===== src/sv/stream_substring_replace_core_assert.svh =====
// ----------------------------------------------------------------------------
// Assertion macros for the stream substring replace core
// Clocked property checks that compile away when SYNTHESIS is defined.
// ----------------------------------------------------------------------------
`ifndef STREAM_SUBSTRING_REPLACE_CORE_ASSERT_SVH
`define STREAM_SUBSTRING_REPLACE_CORE_ASSERT_SVH

`ifndef SYNTHESIS

// Property that must hold at every clock edge outside reset.
`define SSR_ASSERT(lbl, clk, rst_n, prop, msg) \
  lbl: assert property (@(posedge clk) disable iff (!rst_n) (prop)) else $error(msg);

// Antecedent in a cycle implies the consequent in the next cycle.
`define SSR_ASSERT_NEXT(lbl, clk, rst_n, ante, cons, msg) \
  lbl: assert property (@(posedge clk) disable iff (!rst_n) (ante) |=> (cons)) else $error(msg);

`else

`define SSR_ASSERT(lbl, clk, rst_n, prop, msg)
`define SSR_ASSERT_NEXT(lbl, clk, rst_n, ante, cons, msg)

`endif

`endif


===== src/sv/ssr_pkg.sv =====
// ----------------------------------------------------------------------------
// ssr_pkg
// Shared constants, register codes and types of the substring replace core.
// ----------------------------------------------------------------------------
package ssr_pkg;

  localparam int BYTE_W              = 8;
  localparam int ENTRY_BYTES         = 8;
  localparam int DATA_W              = ENTRY_BYTES * BYTE_W;
  localparam int LEN_W               = 4;
  localparam int IDX_W               = $clog2(ENTRY_BYTES);
  localparam int CFG_IDX_W           = 3;
  localparam int QUEUE_DEPTH         = 4;
  localparam int QPTR_W              = $clog2(QUEUE_DEPTH);
  localparam int QCNT_W              = $clog2(QUEUE_DEPTH + 1);
  localparam int DEF_MAX_PATTERN     = 8;
  localparam int DEF_MAX_REPLACEMENT = 8;

  // Configuration register indexes.
  typedef enum logic [CFG_IDX_W-1:0] {
    REG_PATTERN_BYTES      = 3'd0,
    REG_PATTERN_LENGTH     = 3'd1,
    REG_REPLACEMENT_BYTES  = 3'd2,
    REG_REPLACEMENT_LENGTH = 3'd3
  } cfg_reg_t;

  // Configuration as seen by the front end, lengths already clamped.
  typedef struct packed {
    logic [DATA_W-1:0] pattern;
    logic [LEN_W-1:0]  pattern_len;
    logic [DATA_W-1:0] repl;
    logic [LEN_W-1:0]  repl_len;
  } ssr_cfg_t;

  // One command for the output sequencer: emit cnt bytes of data, oldest in
  // the low bits. A zero count with last set is an end marker.
  typedef struct packed {
    logic [DATA_W-1:0] data;
    logic [LEN_W-1:0]  cnt;
    logic              last;
  } ssr_cmd_t;

endpackage


===== src/sv/ssr_front.sv =====
// ----------------------------------------------------------------------------
// ssr_front
// Window front end: takes one byte per cycle while the command queue has room,
// compares the window with the pattern and issues emit commands to that queue.
// ----------------------------------------------------------------------------
`include "stream_substring_replace_core_assert.svh"

module ssr_front
  import ssr_pkg::*;
#(
  parameter int WIN_DEPTH = DEF_MAX_PATTERN
) (
  input  logic              clk,
  input  logic              rst_n,
  input  logic              in_valid,
  output logic              in_ready,
  input  logic [BYTE_W-1:0] in_byte,
  input  logic              in_last,
  input  ssr_cfg_t          cfg,
  input  logic              win_clear,
  output logic              cmd_valid,
  input  logic              cmd_ready,
  output ssr_cmd_t          cmd
);

  logic [BYTE_W-1:0] win_r   [WIN_DEPTH];
  logic [BYTE_W-1:0] win_nxt [WIN_DEPTH];
  logic [BYTE_W-1:0] win_ins [WIN_DEPTH];
  logic [LEN_W-1:0]  count_r, count_nxt, count_inc;
  logic              accept, full, match_ok;
  logic [DATA_W-1:0] flush_data;

  // A beat is taken whenever the queue has room for a command.
  assign in_ready  = cmd_ready;
  assign accept    = in_valid && cmd_ready;
  assign count_inc = count_r + LEN_W'(1);
  assign full      = (count_inc == cfg.pattern_len);

  // Window with the new byte placed after the pending ones.
  always_comb begin
    for (int i = 0; i < WIN_DEPTH; i++) begin
      win_ins[i] = (count_r == LEN_W'(i)) ? in_byte : win_r[i];
    end
  end

  // Parallel compare of the window against the pattern.
  always_comb begin
    match_ok = 1'b1;
    for (int i = 0; i < WIN_DEPTH; i++) begin
      if ((LEN_W'(i) < cfg.pattern_len) &&
          (win_ins[i] != cfg.pattern[i*BYTE_W +: BYTE_W])) begin
        match_ok = 1'b0;
      end
    end
  end

  // Pending bytes packed oldest first for a flush.
  always_comb begin
    flush_data = '0;
    for (int i = 0; i < WIN_DEPTH; i++) begin
      flush_data[i*BYTE_W +: BYTE_W] = win_ins[i];
    end
  end

  // Classify the beat and choose the command and the next window.
  always_comb begin
    cmd_valid = 1'b0;
    cmd       = '0;
    count_nxt = count_r;
    win_nxt   = win_r;
    if (accept) begin
      win_nxt   = win_ins;
      count_nxt = count_inc;
      if (full && match_ok) begin
        count_nxt = '0;
        if ((cfg.repl_len != '0) || in_last) begin
          cmd_valid = 1'b1;
          cmd.data  = cfg.repl;
          cmd.cnt   = cfg.repl_len;
          cmd.last  = in_last;
        end
      end else if (in_last) begin
        count_nxt = '0;
        cmd_valid = 1'b1;
        cmd.data  = flush_data;
        cmd.cnt   = count_inc;
        cmd.last  = 1'b1;
      end else if (full) begin
        cmd_valid = 1'b1;
        cmd.data  = DATA_W'(win_ins[0]);
        cmd.cnt   = LEN_W'(1);
        cmd.last  = 1'b0;
        count_nxt = count_r;
        for (int i = 0; i < WIN_DEPTH - 1; i++) begin
          win_nxt[i] = win_ins[i+1];
        end
      end
    end
    if (win_clear) begin
      count_nxt = '0;
    end
  end

  // Window bytes need no reset; the fill count does.
  always_ff @(posedge clk) begin
    win_r <= win_nxt;
    if (!rst_n) begin
      count_r <= '0;
    end else begin
      count_r <= count_nxt;
    end
  end

  `SSR_ASSERT(a_front_count_below_depth, clk, rst_n, count_r < LEN_W'(WIN_DEPTH), "window count reached the window depth")
  `SSR_ASSERT_NEXT(a_front_last_empties, clk, rst_n, accept && in_last, count_r == '0, "window not empty after the last beat")

endmodule


===== src/sv/ssr_queue.sv =====
// ----------------------------------------------------------------------------
// ssr_queue
// Short command queue that decouples the window front end from the output
// sequencer.
// ----------------------------------------------------------------------------
`include "stream_substring_replace_core_assert.svh"

module ssr_queue
  import ssr_pkg::*;
(
  input  logic     clk,
  input  logic     rst_n,
  input  logic     push_valid,
  output logic     push_ready,
  input  ssr_cmd_t push_cmd,
  output logic     pop_valid,
  input  logic     pop_ready,
  output ssr_cmd_t pop_cmd
);

  ssr_cmd_t          slot_r [QUEUE_DEPTH];
  logic [QPTR_W-1:0] wr_ptr_r, rd_ptr_r;
  logic [QCNT_W-1:0] count_r;
  logic              push, pop;

  assign push_ready = (count_r != QCNT_W'(QUEUE_DEPTH));
  assign pop_valid  = (count_r != '0);
  assign push       = push_valid && push_ready;
  assign pop        = pop_valid && pop_ready;
  assign pop_cmd    = slot_r[rd_ptr_r];

  // Slot storage.
  always_ff @(posedge clk) begin
    if (push) begin
      slot_r[wr_ptr_r] <= push_cmd;
    end
  end

  // Pointers and fill count.
  always_ff @(posedge clk) begin
    if (!rst_n) begin
      wr_ptr_r <= '0;
      rd_ptr_r <= '0;
      count_r  <= '0;
    end else begin
      if (push) begin
        wr_ptr_r <= (wr_ptr_r == QPTR_W'(QUEUE_DEPTH - 1)) ? '0 : wr_ptr_r + QPTR_W'(1);
      end
      if (pop) begin
        rd_ptr_r <= (rd_ptr_r == QPTR_W'(QUEUE_DEPTH - 1)) ? '0 : rd_ptr_r + QPTR_W'(1);
      end
      if (push && !pop) begin
        count_r <= count_r + QCNT_W'(1);
      end else if (pop && !push) begin
        count_r <= count_r - QCNT_W'(1);
      end
    end
  end

  `SSR_ASSERT(a_queue_count_bound, clk, rst_n, count_r <= QCNT_W'(QUEUE_DEPTH), "queue count above depth")
  `SSR_ASSERT(a_queue_no_overflow, clk, rst_n, !(push_valid && !push_ready), "command dropped on a full queue")

endmodule


===== src/sv/ssr_back.sv =====
// ----------------------------------------------------------------------------
// ssr_back
// Output sequencer: walks the head command one byte per beat into the
// registered result stage.
// ----------------------------------------------------------------------------
`include "stream_substring_replace_core_assert.svh"

module ssr_back
  import ssr_pkg::*;
(
  input  logic              clk,
  input  logic              rst_n,
  input  logic              pop_valid,
  output logic              pop_ready,
  input  ssr_cmd_t          pop_cmd,
  output logic              out_beat_valid,
  input  logic              out_beat_ready,
  output logic [BYTE_W-1:0] out_byte,
  output logic              out_valid,
  output logic              out_last
);

  logic [IDX_W-1:0]  idx_r;
  logic              obv_r;
  logic [BYTE_W-1:0] obyte_r;
  logic              ovalid_r, olast_r;
  logic              adv, gen, final_byte;

  // The result register can load when empty or when its beat leaves.
  assign adv        = !obv_r || out_beat_ready;
  assign gen        = pop_valid && adv;
  assign final_byte = ((LEN_W'(idx_r) + LEN_W'(1)) >= pop_cmd.cnt);
  assign pop_ready  = adv && final_byte;

  // Byte index within the head command.
  always_ff @(posedge clk) begin
    if (!rst_n) begin
      idx_r <= '0;
      obv_r <= 1'b0;
    end else begin
      if (gen) begin
        idx_r <= final_byte ? '0 : idx_r + IDX_W'(1);
      end
      if (adv) begin
        obv_r <= gen;
      end
    end
  end

  // Result payload; a zero-count command gives the end marker.
  always_ff @(posedge clk) begin
    if (gen) begin
      obyte_r  <= (pop_cmd.cnt == '0) ? '0 : pop_cmd.data[idx_r*BYTE_W +: BYTE_W];
      ovalid_r <= (pop_cmd.cnt != '0);
      olast_r  <= pop_cmd.last && final_byte;
    end
  end

  assign out_beat_valid = obv_r;
  assign out_byte       = obyte_r;
  assign out_valid      = ovalid_r;
  assign out_last       = olast_r;

  `SSR_ASSERT(a_back_marker_is_last, clk, rst_n, !(obv_r && !ovalid_r) || olast_r, "end marker without last flag")
  `SSR_ASSERT(a_back_idx_in_cmd, clk, rst_n, !(pop_valid && (idx_r != '0)) || (LEN_W'(idx_r) < pop_cmd.cnt), "byte index beyond head command")

endmodule


===== src/sv/stream_substring_replace_core.sv =====
// ----------------------------------------------------------------------------
// stream_substring_replace_core
// Replaces every leftmost, non-overlapping occurrence of a pattern in a byte
// stream with a replacement string.
// ----------------------------------------------------------------------------
// The core takes one input byte per cycle while its queue has room and gives
// one result byte per cycle while the receiver takes them. A beat enters the
// window front end, where the window is compared with the pattern in parallel,
// and the command (one byte, a replacement, or a final flush) goes through a
// four-entry queue to the output sequencer, which sends one byte per cycle.
// A result is registered in the queue, then in the sequencer's result stage.
// Input keeps its rate as long as the output keeps up; a match with an R-byte
// replacement, or a final flush of W bytes, holds the sequencer while it sends
// them, and input stalls only once the queue is full. The configuration port
// is always ready; writing pattern_length discards the pending window bytes.
// ----------------------------------------------------------------------------
module stream_substring_replace_core
  import ssr_pkg::*;
#(
  parameter int MAX_PATTERN     = DEF_MAX_PATTERN,
  parameter int MAX_REPLACEMENT = DEF_MAX_REPLACEMENT
) (
  input  logic                 clk,
  input  logic                 rst_n,
  input  logic                 cfg_valid,
  output logic                 cfg_ready,
  input  logic [CFG_IDX_W-1:0] cfg_index,
  input  logic [DATA_W-1:0]    cfg_data,
  input  logic                 in_valid,
  output logic                 in_ready,
  input  logic [BYTE_W-1:0]    in_byte,
  input  logic                 in_last,
  output logic                 out_beat_valid,
  input  logic                 out_beat_ready,
  output logic [BYTE_W-1:0]    out_byte,
  output logic                 out_valid,
  output logic                 out_last
);

  localparam int WIN_DEPTH = (MAX_PATTERN < ENTRY_BYTES) ? MAX_PATTERN : ENTRY_BYTES;
  localparam int REP_DEPTH = (MAX_REPLACEMENT < ENTRY_BYTES) ? MAX_REPLACEMENT : ENTRY_BYTES;

  logic [DATA_W-1:0] pattern_r, repl_r;
  logic [LEN_W-1:0]  plen_r, rlen_r;
  logic              cfg_wr, win_clear;
  ssr_cfg_t          cfg;
  logic              q_push_valid, q_push_ready, q_pop_valid, q_pop_ready;
  ssr_cmd_t          q_push_cmd, q_pop_cmd;

  // Configuration registers.
  assign cfg_ready = 1'b1;
  assign cfg_wr    = cfg_valid && cfg_ready;
  assign win_clear = cfg_wr && (cfg_reg_t'(cfg_index) == REG_PATTERN_LENGTH);

  always_ff @(posedge clk) begin
    if (!rst_n) begin
      pattern_r <= '0;
      plen_r    <= LEN_W'(1);
      repl_r    <= '0;
      rlen_r    <= '0;
    end else if (cfg_wr) begin
      case (cfg_reg_t'(cfg_index))
        REG_PATTERN_BYTES:      pattern_r <= cfg_data;
        REG_PATTERN_LENGTH:     plen_r    <= cfg_data[LEN_W-1:0];
        REG_REPLACEMENT_BYTES:  repl_r    <= cfg_data;
        REG_REPLACEMENT_LENGTH: rlen_r    <= cfg_data[LEN_W-1:0];
        default: ;
      endcase
    end
  end

  // Clamp the lengths to what the window and replacement paths hold.
  always_comb begin
    cfg.pattern = pattern_r;
    cfg.repl    = repl_r;
    if (plen_r == '0) begin
      cfg.pattern_len = LEN_W'(1);
    end else if (plen_r > LEN_W'(WIN_DEPTH)) begin
      cfg.pattern_len = LEN_W'(WIN_DEPTH);
    end else begin
      cfg.pattern_len = plen_r;
    end
    cfg.repl_len = (rlen_r > LEN_W'(REP_DEPTH)) ? LEN_W'(REP_DEPTH) : rlen_r;
  end

  ssr_front #(
    .WIN_DEPTH (WIN_DEPTH)
  ) u_front (
    .clk       (clk),
    .rst_n     (rst_n),
    .in_valid  (in_valid),
    .in_ready  (in_ready),
    .in_byte   (in_byte),
    .in_last   (in_last),
    .cfg       (cfg),
    .win_clear (win_clear),
    .cmd_valid (q_push_valid),
    .cmd_ready (q_push_ready),
    .cmd       (q_push_cmd)
  );

  ssr_queue u_queue (
    .clk        (clk),
    .rst_n      (rst_n),
    .push_valid (q_push_valid),
    .push_ready (q_push_ready),
    .push_cmd   (q_push_cmd),
    .pop_valid  (q_pop_valid),
    .pop_ready  (q_pop_ready),
    .pop_cmd    (q_pop_cmd)
  );

  ssr_back u_back (
    .clk            (clk),
    .rst_n          (rst_n),
    .pop_valid      (q_pop_valid),
    .pop_ready      (q_pop_ready),
    .pop_cmd        (q_pop_cmd),
    .out_beat_valid (out_beat_valid),
    .out_beat_ready (out_beat_ready),
    .out_byte       (out_byte),
    .out_valid      (out_valid),
    .out_last       (out_last)
  );

endmodule

===== config.mk =====
export PLATFORM = sky130hd
export DESIGN_NAME = stream_substring_replace_core
export DESIGN_NICKNAME = d
export VERILOG_FILES = /design/src/sv/ssr_pkg.sv /design/src/sv/ssr_front.sv /design/src/sv/ssr_queue.sv /design/src/sv/ssr_back.sv /design/src/sv/stream_substring_replace_core.sv
export VERILOG_INCLUDE_DIRS = /design/src /design/src/sv
export SDC_FILE = /design/constraint.sdc
export NUM_CORES = 1
export LEC_CHECK = 0
export ABC_AREA = 1
export ABC_CLOCK_PERIOD_IN_PS = 17500
export BUFFER_PORTS_ARGS = -buffer_cell sky130_fd_sc_hd__buf_2
export CAP_MARGIN = 20
export CORE_ASPECT_RATIO = 1.1
export CORE_MARGIN = 2
export CORE_UTILIZATION = 45
export DETAILED_ROUTE_END_ITERATION = 10
export PLACE_DENSITY_LB_ADDON = 0.15
export SLEW_MARGIN = 25
export SYNTH_ARGS = -nofsm -noshare
export SYNTH_HDL_FRONTEND = slang
export SYNTH_SLANG_ARGS = --single-unit

===== constraint.sdc =====
create_clock -name clk -period 17.5 [get_ports clk]
set_input_delay 3.5 -clock clk [delete_from_list [all_inputs] [get_ports clk]]
set_output_delay 3.5 -clock clk [all_outputs]
set_load 0.005 [all_outputs]

* Word level (Yosys, flattened, before mapping) *
Memories as Yosys holds them, arrays and structs flattened. A register that Yosys moved wholly into a read port is not among the register bits.
Cells that the tools add are included.

storage, ports and cells
  memory bits (writable) = 276
  output and inout bits = 13
  flip-flop bits (word level) = 225
  memories kept = 1
  logic and storage cells = 146
  input port bits = 81

memories
  name            words  bits a word  rd ports  clocked after memory_dff  write ports  RTL line         source
  u_queue.slot_r  4      69           1         1                         1            ssr_queue.sv:21  ssr_cmd_t slot_r [QUEUE_DEPTH];

operators by class
  equality and inequality tests = 23
  add/sub/neg operators = 7
  mux-type cells = 44
  reductions and logical operators = 37
  bitwise operators = 1
  shift operators = 1
  magnitude comparators = 11

operators with widths
  kind                                                                          number
  69-bit 2-to-1 mux                                                             4
  56-bit 2-to-1 mux                                                             3
  8-bit 2-to-1 mux                                                              8
  8-bit != test                                                                 8
  64-bit by 7-bit variable part select with 8-bit output                        1
  4-bit 2-to-1 mux                                                              6
  1-bit logical AND                                                             18
  4-bit by 3-bit equality test with 1-bit output (second input constant)        4
  3-bit by 4-bit less-than comparator with 1-bit output (first input constant)  4
  1-bit 2-to-1 mux                                                              15
  13-bit 2-to-1 mux                                                             1
  4-bit logical NOT                                                             3
  2-bit AND reduction                                                           5
  3-bit 2-to-1 mux                                                              3
  4-bit by 2-bit equality test with 1-bit output (second input constant)        2
  4-bit greater-than comparator (second input constant)                         2
  1-bit by 4-bit less-than comparator with 1-bit output (first input constant)  2
  2-bit by 4-bit less-than comparator with 1-bit output (first input constant)  2
  2-bit 2-to-1 mux                                                              4
  4-bit nonzero test                                                            2
  3-bit by 1-bit adder with 3-bit output (second input constant)                2
  3-bit by 2-bit equality test with 1-bit output (second input constant)        2
  3-bit != test (second input constant)                                         2
  2-bit by 1-bit adder with 2-bit output (second input constant)                2
  other kinds (15)                                                              19

* Longest topological paths before layout *
Gate-level depths: netlist of run 1.

  depth in word-level cells = 21
  gate-level depth with buffers = 26
  depth with buffers taken out = 25

* Modules after synthesis *
A second synthesis of run 1 with hierarchy kept.

second synthesis, totals
  cell total of the unflattened synthesis = 3025
  area, all modules = 25319.3 µm²

by module, submodules not included
  module                         instances  sequential area each (µm²)  cells an instance  area each (µm²)
  ssr_queue                      1          8468.1                      737                10727.8
  ssr_front                      1          2001.9                      1241               7455.9
  stream_substring_replace_core  1          2722.6                      840                5835.6
  ssr_back                       1          380.4                       207                1300.0

* Worst setup path before layout of run 1 *
No wires, ideal clock.

  path kind = input-to-reg
  start point = in in_byte[3]
  end point = mem u_queue.slot_r[0][0] (netlist name), enable pin
  data required time = 17.003 ns
  arrival time = 7.629 ns
  setup time = 0.497 ns
  path buffers = 1
  cell stages on the path = 13
  setup slack = 9.374 ns
  cells stage by stage = clkbuf_1 -> inv_1 -> nand3_1 -> nand3_1 -> nand2_1 -> nor2_1 -> nand2_1 -> nor2_1 -> o21ai_1 -> a21oi_2 -> nand3_1 -> nand2_1 -> nor2_1

between the ends
  cells in the longest elaborated chain, start to end = 17
  elaborated cells on any way between the ends = 38
  those cells by class = eq/ne: 8; mux: 20; reduce/logical: 10

RTL lines
  item                                        RTL line                             source
  start, declared                             stream_substring_replace_core.sv:31  input logic [BYTE_W-1:0] in_byte,
  8-bit 2-to-1 mux                            ssr_front.sv:42                      win_ins[i] = (count_r == LEN_W'(i)) ? in_byte : win_r[i];
  8-bit != test                               ssr_front.sv:51                      (win_ins[i] != cfg.pattern[i*BYTE_W +: BYTE_W])) begin
  1-bit logical AND                           ssr_front.sv:50                      if ((LEN_W'(i) < cfg.pattern_len) &&
  1-bit 2-to-1 mux (7 in series)              ssr_front.sv:50
  1-bit 2-to-1 mux (*)                        ssr_front.sv:50
  1-bit logical AND (*)                       ssr_front.sv:74                      if (full && match_ok) begin
  1-bit 2-to-1 mux (*)                        ssr_front.sv:74
  1-bit 2-to-1 mux (*)                        ssr_front.sv:71                      if (accept) begin
  1-bit logical AND (*)                       ssr_queue.sv:28                      assign push = push_valid && push_ready;
  1-bit 2-to-1 mux (*)                        ssr_queue.sv:34                      if (push) begin
  1-bit 2-to-1 mux (not written as such) (*)  ssr_queue.sv:35                      slot_r[wr_ptr_r] <= push_cmd;
  end, declared                               ssr_queue.sv:21

Mark *: on every way between the ends. The rest lies on a longest branch, timed or not.

* Final worst setup path of run 1 *
  start point = in in_byte[1]
  end point = reg u_front.win_r[27] (netlist name) (data pin)

between the ends
  elaborated cells on any way between the ends = 34
  those cells by class = eq/ne: 8; mux: 17; reduce/logical: 9

RTL lines
  item                        RTL line          source
  8-bit 2-to-1 mux            ssr_front.sv:42
  net u_front.flush_data[57]  ssr_front.sv:31   logic [DATA_W-1:0] flush_data;
  8-bit != test               ssr_front.sv:51
  1-bit logical AND           ssr_front.sv:50
  1-bit 2-to-1 mux            ssr_front.sv:50
  1-bit logical AND           ssr_front.sv:74
  56-bit 2-to-1 mux           ssr_front.sv:74
  end signal, assigned        ssr_front.sv:106  win_r <= win_nxt;
  end, declared               ssr_front.sv:26   logic [BYTE_W-1:0] win_r [WIN_DEPTH];

The timed path passes the listed nets, and every way through them passes these cells.
A chain may end at the register's enable or synchronous reset.

==> results of run 1 <==
==> cells by family (layout without fill, tap and decap cells) <==
| family | after synthesis | count (layout) |
|---|---|---|
| AOI/OAI and AO/OA | 649 | 649 |
| xor gates and xnor gates | 9 | 9 |
| adders and majority gates | 16 | 16 |
| buffers and inverters | 373 | 410 |
| DFF | 503 | 503 |
| other | 1 | 2 |
| and+or+nand+nor | 1044 | 1044 |
==> how the worst max path moves through the flow <==
stage	startpoint	endpoint	cells after the start
2_1_floorplan	in_byte[3]	u_queue.slot_r[0][0]	13
5_1_grt	in_byte[7]	u_front.win_r[27]	17
6_report	in_byte[1]	u_front.win_r[27]	15
3_3_place_gp	in_byte[1]	u_front.win_r[8]	15
3_5_place_dp	in_byte[1]	u_queue.slot_r[3][48]	14
4_1_cts	in_byte[1]	u_queue.slot_r[3][48]	14
==> worst reg2reg max path, stage by stage, from the launching register on <==
cell and delay (ps):
dfxtp_1 390, inv_1 190, ha_1 170, buf_4 310, nand3_2 390, inv_1 440, nand2_1 270, nand3_1 130
nand2_1 80, nand2_1 60, nor2_1 40, nand2_1 90, a21oi_1 70, nand3_1 90, nand2_1 80, nand2_2 470
buf_4 670, nand2_8 650, nand2_1 300, o21ai_0 110
==> metal layers <==
metal  up-vias  global-route usage
met4         0             0.08275
met5         -                   0
li1       8917                   -
met2       745              0.4050
met1      9170              0.3741
met3       142             0.04306
==> synth_stat cells, drive strengths merged <==
cell,n,area share
nor2,414,0.067
nand2,405,0.066
o21ai,366,0.080
edfxtp,350,0.45
nand3,200,0.044
inv,194,0.031
a21oi,171,0.037
dfxtp,153,0.13
clkbuf,125,0.020
buf,51,0.013
o221ai,42,0.016
o211ai,29,0.0094
o22ai,23,0.0062
nand4,17,0.0046
ha,15,0.0081
a31oi,9,0.0024
xor2,8,0.0030
nor3,7,0.0015
a32o,3,0.0013
clkinv,3,0.00049
a211oi,2,0.00065
o21bai,2,0.00065
a32oi,1,0.00038
conb,1,0.00016
fa,1,0.00086
nand3b,1,0.00032
o211a,1,0.00043
xnor2,1,0.00038
==> power groups by stage <==
stage	combinational, mW	clock (mW)	sequential (mW)
4_1_cts	1.29	1.10	1.61
6_report	1.29	1.08	1.61
5_1_grt	1.44	1.14	1.63
2_1_floorplan	0.874	0	1.62
3_5_place_dp	1.29	0	1.64
3_3_place_gp	1.26	0	1.63
==> layout make-up <==
cell class                      instances  area share
Antenna cell                            1  0.00009751
Clock buffer                           81     0.05968
Clock inverter                         14    0.004583
Inverter                              197     0.02906
Multi-Input combinational cell       1719      0.3193
Sequential cell                       503      0.5291
Tap cell                              667     0.03252
Timing Repair Buffer                  118     0.02564
==> through the flow <==
stage | util | std cells | power (mW) | cell area [µm²]
after global placement | 0.4692 | 3204 | 2.891 | 24000
after CTS | 0.5016 | 3299 | 3.995 | 25660
after global routing | 0.5016 | 3299 | 4.209 | 25660
after detailed placement | 0.4693 | 3204 | 2.921 | 24010
final | 0.5016 | 3300 | 3.982 | 25660
after floorplan | - | 2595 | 2.490 | 23210
==> flip-flops by register name (all words and copies together), names as in the netlist, 2 cells and up, named ones only <==
register and flops:
u_queue.slot_r 276, pattern_r 64, repl_r 64, u_front.win_r 64, u_back.out_byte 8, plen_r 4
rlen_r 4, u_front.count_r 4, u_back.idx_r 3, u_queue.count_r 3, u_queue.rd_ptr_r 2, u_queue.wr_ptr_r 2
==> results.cfg, run 1 <==
[outcome]
outcome = completed

[worst_setup_path]
r2r-start = u_front.count_r[0]
startpoint_type = input port
path_delay_family = simple AND/OR/NAND/NOR gates
critPathRequiredTime_ps = 17820
ff2ff_setup_slack_ps = 12240
critPathMaxFanout = 119
arrival_ps = 7360
path_cells = buf_2 > inv_1 > o21ai_1 > xor2_1 > nand2_1 > nor2_1 > nand2_1 > nand2_1 > nand2_1 > a21oi_2 > nand2_2 > buf_4 > nand2_8 > nand2_1 > o21ai_0
max_stage_delay_ps = 650
end_kind = register
rr_worst_depth = 19
cpMostUsedCell = nand2_1
crit_slowest_cell = buf_4
r2r-end = u_front.win_r[27]
cp_num_buf_inv = 3
critPathKind = input port to register

[yosys]
synthMuxAreaShare = 0
synth_top_family_by_area = simple AND/OR/NAND/NOR gates
synthSimpleGateAreaFrac = 0.1833
synthAdderAreaFrac = 0.008947
syn_nets = 2692
synth_xor_area_frac = 0.003396
yosysWarnings = 0
synth_compound_area_frac = 0.1542
synth_area_mm2 = 0.02321
synth.distinct_cells = 40
synth-seq-cells = 503
syn_avg_cell_area_um2 = 8.945
synth_seq_area_share = 0.5847
syn_inst = 2595

[cts]
cts_inserted_buffers = 51
cts_tree = done
cts_resized = 0
htree_levels = 2
cts-root-buf = clkbuf_16
cts_buffer_depth = 3
clock_latency_ps = 610
post-cts-setup-buffers = 0
hold_buffers = 0
cts.clk_slew.worst_paths_ps = 60
cts_sinks = 503

[sta]
slew_headroom = 0.3966
maxSlewViolCount = 0
setup_tns_ps = 0
hold_viol = 0
fmaxAchievable_mhz = 142.0
clock-skew-final_ps = 15.28
final.period_utilization = 0.4025
setup_viol = 0
layout_setup_ws_ps = 10460
tightest_slew_ps = 905.1
period_needed_ps = 7044
whs_ps = 470.6
rsz0062_at_grt = false

[power_and_ir_drop]
ir_drop_mv = 0.08506
pwr-share-comb = 0.324
p_sw_mw = 1.469
power_density_mw_per_mm2 = 155.2
power.leakage_nw = 10.12
p_clk_frac = 0.271
switching_share = 0.3688
seq_power_share = 0.405
p_int_mw = 2.514

[route]
wire_per_inst_um = 21.27
met1_length_mm = 30.30
num_vias = 18974
met3WireLength_mm = 5.522
drt_iter0_markers = 1932
wl_met2_mm = 32.05
drc_errors = 0
first_pass_iters = 6
vias_per_cell = 5.750
routed_wl_mm = 70.18
highest_layer = met4
ant_nets = 0

[min_path]
hold_end = pattern_r[63]
hold_class = register to register
min-delay-start = pattern_r[63]
min_path_cells = 2

[floorplan]
die_x_um = 220.6
design.die.area_mm2 = 0.05342
start_util = 0.4537
core_region_area_mm2 = 0.05116
ios = 94
row_count = 87
die_y_um = 242.2

[layout]
fillers = 4738
num-nets-final = 2687
final_cell_mix = nor2_1 (408), nand2_1 (400), edfxtp_1 (350)
final_common_cell = nor2_1
syn_to_final_growth_pct = 10.55
multiInputGateArea_mm2 = 0.008195
drive_above_1_share = 0.08739
regArea_mm2 = 0.01358

[place]
io_buffer_count = 92
dp_hpwl_mm = 44.78
dpl_worst_slack_ps = 9985
gp_congestion = 0.8899

[grt]
grt.overflow.total = 0
antenna_found_initial = 0
grt_first_pass_wirelength_mm = 106.1
grt_start_max_net_pins = 120
grt.total_usage = 0.2611
grt_pass1_vias = 17518

[run]
cap_violations = 0
Power figures use the tool's default switching activity.
==> run 2, diff against run 1 <==
Settings changed: ABC_CLOCK_PERIOD_IN_PS 17500 to 6350.
Clock period 17.5 ns to 6.35 ns, I/O delays scaled along.
==> run 2 against run 1 <==
Compared with the run above: global-route usage up 1.1 points; flip-flop and latch count unchanged; worst setup slack worse by 8900 ps; sequential power rose to 2.8 times the previous value; non-clock buffer count up 7; critical endpoint is now u_queue.slot_r[2][19]; clock-buffer cell count down 14; first-iteration DRC count up 6.8%; wire length up 3.6%; clock skew up 4.9 ps; hold slack better by 0.72 ps; register-to-register slack worse by 11000 ps; via count up 0.37%.
==> results.cfg, run 2 (synthesized netlist as in run 1, its figures left out) <==
[layout]
drive_above_1_share = 0.08898
top_register = u_queue.slot_r
postLayoutCellArea_mm2 = 0.02584
final_util = 0.5050
largest_reg_flops = 276
syn_to_final_growth_pct = 11.30
num-nets-final = 2695
diodes = 0
stdcell_count = 3308
final_cell_mix = nor2_1 (408), nand2_1 (400), edfxtp_1 (350)
final_common_cell = nor2_1

[worst_setup_path]
startpoint_type = register
max_stage_delay_ps = 630
path_cells = inv_1 > ha_1 > nand3_1 > nand2_1 > nand2_1 > nand2_1 > nand2_1 > nor2_1 > nand2_1 > nor2_1 > nor2_1 > nor2_1 > nand3_1 > nand2_1 > nand2_2 > inv_4 > nand3_1 > a21oi_1
critPathKind = register to register
crit_slowest_cell = inv_4
critPathMaxFanout = 60
critPathRequiredTime_ps = 6650
cpMostUsedCell = nand2_1
end_kind = register
ff2ff_setup_slack_ps = 1610
arrival_ps = 5040

[cts]
clock_latency_ps = 600
cts_inserted_buffers = 52
cts_resized = 0
cts_tree = done
cts.clk_slew.worst_paths_ps = 60
post-cts-setup-buffers = 0
cts_sinks = 503
cts_buffer_depth = 3
cts-root-buf = clkbuf_16
hold_buffers = 0
htree_levels = 2

[sta]
maxSlewViolCount = 0
clock-skew-final_ps = 20.22
period_needed_ps = 4744
tightest_slew_ps = 946.2
setup_viol = 0
whs_ps = 471.4
rsz0062_at_grt = false
setup_tns_ps = 0
layout_setup_ws_ps = 1606
slew_headroom = 0.3692
fmaxAchievable_mhz = 210.8
hold_viol = 0
final.period_utilization = 0.7471

[route]
ant_nets = 0
vias_per_cell = 5.757
wire_per_inst_um = 21.99
num_vias = 19045
drt_iter0_markers = 2064
routed_wl_mm = 72.73
drc_errors = 0
first_pass_iters = 6

[grt]
grt_first_pass_wirelength_mm = 110.2
antenna_found_initial = 1
grt_pass1_vias = 18009
grt.total_usage = 0.2719
grt_start_max_net_pins = 89
grt.overflow.total = 0

[run]
cap_violations = 0

[place]
place_area_mm2 = 0.02413
dpl_worst_slack_ps = 1188
gp_congestion = 0.9119
placedCellCount = 3211
io_buffer_count = 92
dp_hpwl_mm = 46.90

[power_and_ir_drop]
seq_power_share = 0.399
switching_share = 0.3682
p_int_mw = 7.054
power_density_mw_per_mm2 = 432.1
p_sw_mw = 4.110
ir_drop_mv = 0.2504
power_mw = 11.16
p_clk_frac = 0.277
pwr-share-comb = 0.324
power.leakage_nw = 10.18

[floorplan]
die_x_um = 220.6
start_util = 0.4537
ios = 94
die_y_um = 242.2
core_region_area_mm2 = 0.05116
row_count = 87
design.die.area_mm2 = 0.05342

[outcome]
outcome = completed

[min_path]
hold_class = register to register
[run 2: worst max-delay path, delay by kind of cell (launching register included)]
family | cells | cell delay, ps
AOI/OAI and AO/OA | 1 | 590
adders and majority gates | 1 | 540
buffers and inverters | 2 | 800
DFF | 1 | 380
and+or+nand+nor | 14 | 2110
[run 2: routing by layer]
layer  GRT usage  vias up  wire (µm)
met3     0.04608      135       5684
met1      0.3905     9243      31850
met2      0.4206      753      33230
met5           0        -         12
met4     0.08431        2       1956
li1            -     8912          -
[run 2: final cells by class]
class	instances	area, µm²
Multi-Input combinational cell	1719	8187
Fill cell	4827	25320
Inverter	197	750.7
Timing Repair Buffer	125	785.8
Clock inverter	30	304.0
Clock buffer	67	1398
Tap cell	667	834.6
Sequential cell	503	13580
[run 2: final timing paths]
kind                      start                     to  cells past startpoint
max          u_front.count_r[0]  u_queue.slot_r[2][19]                     18
min               pattern_r[15]          pattern_r[15]                      2
max reg2reg  u_front.count_r[0]  u_queue.slot_r[2][19]                     18
min reg2reg       pattern_r[15]          pattern_r[15]                      2
[run 2: power groups by stage]
stage | Clock, mW | Sequential [mW] | Combinational (mW)
2_1_floorplan | 0 | 4.45 | 2.41
3_3_place_gp | 0 | 4.51 | 3.56
3_5_place_dp | 0 | 4.52 | 3.60
4_1_cts | 3.13 | 4.45 | 3.62
5_1_grt | 3.26 | 4.50 | 4.04
6_report | 3.09 | 4.45 | 3.62
